### src/rtl/bfbp_pkg.sv
// Shared types and constants of the best-fit buffer pool.
package bfbp_pkg;

    localparam int DATA_W   = 32;
    localparam int IDLE_W   = 16;
    localparam int OUT_CW   = 7;
    // rounded request width: one carry bit above the 32-bit size
    localparam int NEED_W   = DATA_W + 1;

    localparam logic [IDLE_W-1:0] IDLE_RESET = 16'd1000;
    // created entries hold whole 4-byte elements
    localparam logic [DATA_W-1:0] ELEM_MASK  = 32'hFFFF_FFFC;

    localparam logic KIND_ALLOC = 1'b0;
    localparam logic KIND_FRAME = 1'b1;

    typedef enum logic [1:0] {
        OP_NONE,
        OP_START,
        OP_SCAN,
        OP_COMMIT
    } t_dp_op;

    typedef struct packed {
        t_dp_op op;
        logic   kind;
    } t_dp_cmd;

    typedef struct packed {
        logic align_done;
        logic overflow;
        logic scan_done;
    } t_dp_status;

endpackage

### src/rtl/bfbp_ctrl.sv
// Sequencer: accepts a beat, steps rounding, scan and commit, owns output valid.
module bfbp_ctrl
    import bfbp_pkg::*;
(
    input  logic       i_clk,
    input  logic       i_rst_n,
    input  logic       i_in_valid,
    output logic       o_in_stall,
    input  logic       i_kind,
    output logic       o_out_valid,
    input  logic       i_out_stall,
    output t_dp_cmd    o_cmd,
    input  t_dp_status i_status
);

    typedef enum logic [1:0] {
        S_IDLE,
        S_ROUND,
        S_SCAN,
        S_COMMIT
    } t_state;

    t_state r_state;
    t_state n_state;
    logic   r_out_valid;
    logic   n_out_valid;
    logic   out_free;

    assign out_free = !r_out_valid || !i_out_stall;

    always_comb begin
        o_cmd.op    = OP_NONE;
        o_cmd.kind  = i_kind;
        n_state     = r_state;
        n_out_valid = r_out_valid && i_out_stall;
        unique case (r_state)
            S_IDLE: begin
                if (i_in_valid) begin
                    o_cmd.op = OP_START;
                    n_state  = (i_kind == KIND_FRAME) ? S_SCAN : S_ROUND;
                end
            end
            S_ROUND: begin
                if (i_status.align_done) begin
                    n_state = i_status.overflow ? S_COMMIT : S_SCAN;
                end
            end
            S_SCAN: begin
                o_cmd.op = OP_SCAN;
                if (i_status.scan_done) begin
                    n_state = S_COMMIT;
                end
            end
            S_COMMIT: begin
                if (out_free) begin
                    o_cmd.op    = OP_COMMIT;
                    n_out_valid = 1'b1;
                    n_state     = S_IDLE;
                end
            end
            default: begin
                n_state = S_IDLE;
            end
        endcase
    end

    always_ff @(posedge i_clk) begin
        if (!i_rst_n) begin
            r_state     <= S_IDLE;
            r_out_valid <= 1'b0;
        end else begin
            r_state     <= n_state;
            r_out_valid <= n_out_valid;
        end
    end

    assign o_in_stall  = (r_state != S_IDLE);
    assign o_out_valid = r_out_valid;

endmodule

### config.mk
export PLATFORM = sky130hd
export DESIGN_NAME = bfbp_ctrl
export DESIGN_NICKNAME = d
export VERILOG_FILES = /design/src/rtl/bfbp_pkg.sv /design/src/rtl/bfbp_ctrl.sv
export SDC_FILE = /design/constraint.sdc
export NUM_CORES = 1
export LEC_CHECK = 0
export ABC_AREA = 1
export BUFFER_PORTS_ARGS = -buffer_cell sky130_fd_sc_hd__buf_2
export CAP_MARGIN = 15
export CORE_AREA = 2 2 39 41
export CTS_BUF_LIST = sky130_fd_sc_hd__clkbuf_16
export CTS_CLUSTER_DIAMETER = 120
export DETAILED_ROUTE_END_ITERATION = 10
export DIE_AREA = 0 0 41 43
export PLACE_DENSITY = 0.48
export SYNTH_ARGS = -nofsm -noshare
export SYNTH_HDL_FRONTEND = slang
export SYNTH_SLANG_ARGS = --single-unit
export TNS_END_PERCENT = 50
### constraint.sdc
create_clock -name i_clk -period 2.6 [get_ports i_clk]
set_input_delay 0.26 -clock i_clk [delete_from_list [all_inputs] [get_ports i_clk]]
set_output_delay 0.26 -clock i_clk [all_outputs]
set_load 0.01 [all_outputs]
==> flow_summary.json <==
{
  "wire_per_inst_um": 7.74,
  "comb_power_share_pct": 49.0,
  "htreeDepth": 1,
  "die_h_um": 43,
  "worst-path-buf-inv": 3,
  "syn-num-nets": 59,
  "worst_ep_arrival_time_ns": 1.22,
  "rsz0062_at_grt": "no",
  "power_mw": 0.628,
  "seq_power_share_pct": 12.8,
  "postSynthAreaPerCell_um2": 6.77,
  "synth.distinct_cells": 18,
  "r2r-end": "r_state[1]",
  "tritoncts": "built",
  "maxCapViolations": 0,
  "initialDrtViolationCount": 3,
  "setup_slack_ns": 1.12,
  "hp-start": "i_rst_n",
  "cts_setup_buffers": 0,
  "dieArea_um2": 1760,
  "initial_utilization_pct": 22.5,
  "synth_cells": 46,
  "required_ns": 2.34,
  "antenna_found_initial": 0,
  "cp_slowest_stage_delay_ns": 0.32,
  "synth_area_um2": 312,
  "register_area_um2": 60.1,
  "criticalPathCategory": "flop to primary output",
  "grt_max_degree": 5,
  "hold_end": "r_state[1]",
  "p_int_mw": 0.391,
  "cts_resized": 0,
  "cp-end-kind": "primary output",
  "crit_fanout": 4,
  "diodes": 0,
  "wirelength_um": 596,
  "num_vias": 296,
  "synth_compound_area_share_pct": 11.6,
  "drv_slew": 0,
  "gp_congestion": 0.652,
  "numCtsBuffers": 3,
  "cp_slowest_cell": "dfxtp_1",
  "tns_ns": 0,
  "swShare_pct": 37.8,
  "tightest_slew_ns": 0.149,
  "via_per_inst": 3.84,
  "grt-ovfl-total": 0,
  "utilization_pct": 33.5,
  "power.density_nw_per_um2": 1360,
  "cts.clk_slew.worst_paths_ns": 0.03,
  "synthXorXnorAreaFrac_pct": 0,
  "floorplan.rows": 14,
  "ir_drop_uv": 416,
  "critPathTopFamily": "flip-flops",
  "ys_ff_latch": 3,
  "area_growth_pct": 48.6,
  "cts-root-buf": "clkbuf_16",
  "whs_ns": 0.292,
  "dpl_worst_slack_ns": 1.31,
  "path_cells": "inv_1 -> ha_1 -> inv_2 -> a21oi_1 -> buf_2",
  "status": "finished clean",
  "hold_viol": 0,
  "reg2reg_depth": 7,
  "clock-sinks": 3,
  "holdCritPathClass": "input port to flop",
  "dpl_cell_area_um2": 384,
  "p_sw_mw": 0.237,
  "dp_hpwl_um": 473,
  "clkLatencyLatePin_ns": 0.22,
  "final_area_um2": 463,
  "synth-simple-area-share_pct": 34.5,
  "drive_gt1_share_pct": 39.3,
  "min_path_cells": 3,
  "final_nets": 75,
  "stdcell_count": 77,
  "yosys_warnings": 0,
  "clkPwrFrac_pct": 38.2,
  "synth_top_family_by_area": "simple AND/OR/NAND/NOR gates",
  "synth_top_area_share_pct": 20.1,
  "clock_path_buffers": 2,
  "regToRegSetupSlack_ns": 1.30,
  "drt_pre_antenna_iters": 4,
  "placed_cells": 73,
  "grt_pass1_wl_um": 952,
  "multi_input_area_um2": 206,
  "grt_pass1_vias": 260,
  "r2r-start": "r_state[0]",
  "finalSetupViolations": 0,
  "synth.area.top_cells": "ha_1 (20%), dfxtp_1 (19%), nand2_1 (12%)",
  "muxShareOfSynthArea_pct": 0,
  "ys_seq_area_share_pct": 19.3,
  "drc_errors": 0,
  "cts_hold_buf": 0,
  "p_leak_nw": 0.266,
  "synth_area_leader_cell": "ha_1",
  "fmax_ghz": 0.674,
  "grt_use_total_pct": 8.32,
  "cp-start-kind": "flop",
  "relSlewSlack_pct": 89.9,
  "timing.final.crit_share_pct": 57.1,
  "period_needed_ns": 1.48,
  "synth_fa_ha_area_share_pct": 20.1,
  "core-area_um2": 1380,
  "drtAntennaViolNets": 0,
  "die_x_um": 41,
  "io_pins": 13,
  "io_buffers": 12,
  "n_fill_cell": 146,
  "clock_skew_ns": 0.00234
}
metal layers:
metal / part of all wire (%) / track usage [%] / vias to the layer above
met1: 47 / 10.3 / 119
met5: 0 / 0 / -
met3: 9.1 / 4.71 / 0
li1: - / - / 164
met4: 0 / 4.00 / 0
met2: 44 / 11.3 / 13
power by group through the flow:
stage / logic, mW / registers [mW] / clock network, mW
6_report: 0.308 / 0.0806 / 0.240
5_1_grt: 0.362 / 0.0826 / 0.245
4_1_cts: 0.313 / 0.0802 / 0.242
3_5_place_dp: 0.309 / 0.0811 / 0
3_3_place_gp: 0.310 / 0.0810 / 0
2_1_floorplan: 0.237 / 0.0789 / 0
tightest hold or removal path, delay by kind of cell:
kind                   cells  cell delay (ns)
buffers and inverters      1             0.12
and+or+nand+nor            2             0.09
layout make-up:
class,instances,share of cell area [%]
clock buffer,3,16.2
inverter,10,8.11
clock inverter,1,0.811
timing repair buffer,12,13.0
multi-input combinational,32,44.6
tap,16,4.32
sequential,3,13.0
cell usage in the layout, fill, tap and decap left out:
master and count:
or2_1 1, clkbuf_16 3, o21ai_1 1, nor2_4 1, nand3_1 1, inv_2 2, o21ai_2 1, inv_1 9
nand2_2 3, ha_1 5, nand2_1 10, a21boi_0 1, o21ai_0 1, nor2_2 1, a21oi_1 2, nand2_4 1
nor2_1 3, dfxtp_1 3, buf_2 12
registers in the layout, summed over array words and instances, names as in the netlist:
signal,count
o_out_valid,1
r_state,2
Yosys cell counts:
| master | n |
|---|---|
| nand2_1 | 10 |
| inv_1 | 8 |
| ha_1 | 5 |
| dfxtp_1 | 3 |
| nand2_2 | 3 |
| nor2_1 | 3 |
| a21oi_1 | 2 |
| inv_2 | 2 |
| a21boi_0 | 1 |
| buf_4 | 1 |
| nand2_4 | 1 |
| nand3_1 | 1 |
| nor2_2 | 1 |
| nor2_4 | 1 |
| o21ai_0 | 1 |
| o21ai_1 | 1 |
| o21ai_2 | 1 |
| or2_1 | 1 |
worst max-delay path by stage:
stage / start / end / slack (ns) / cells after the start
floorplan: r_state[0] / r_state[1] / 1.39 / 7
global placement: r_state[0] / r_state[1] / 1.31 / 7
detailed placement: r_state[0] / r_state[1] / 1.31 / 7
CTS: r_state[0] / o_cmd[1] / 1.11 / 5
global route: r_state[0] / o_cmd[1] / 1.02 / 5
finish: r_state[0] / o_cmd[2] / 1.12 / 5
cell families after synthesis:
logic type	after synthesis
AND/OR/NAND/NOR	21
buffers and inverters	11
AO/OA/AOI/OAI	6
adder cells (fa/ha/maj)	5
flip-flops	3
Power figures use the tool's default switching activity.
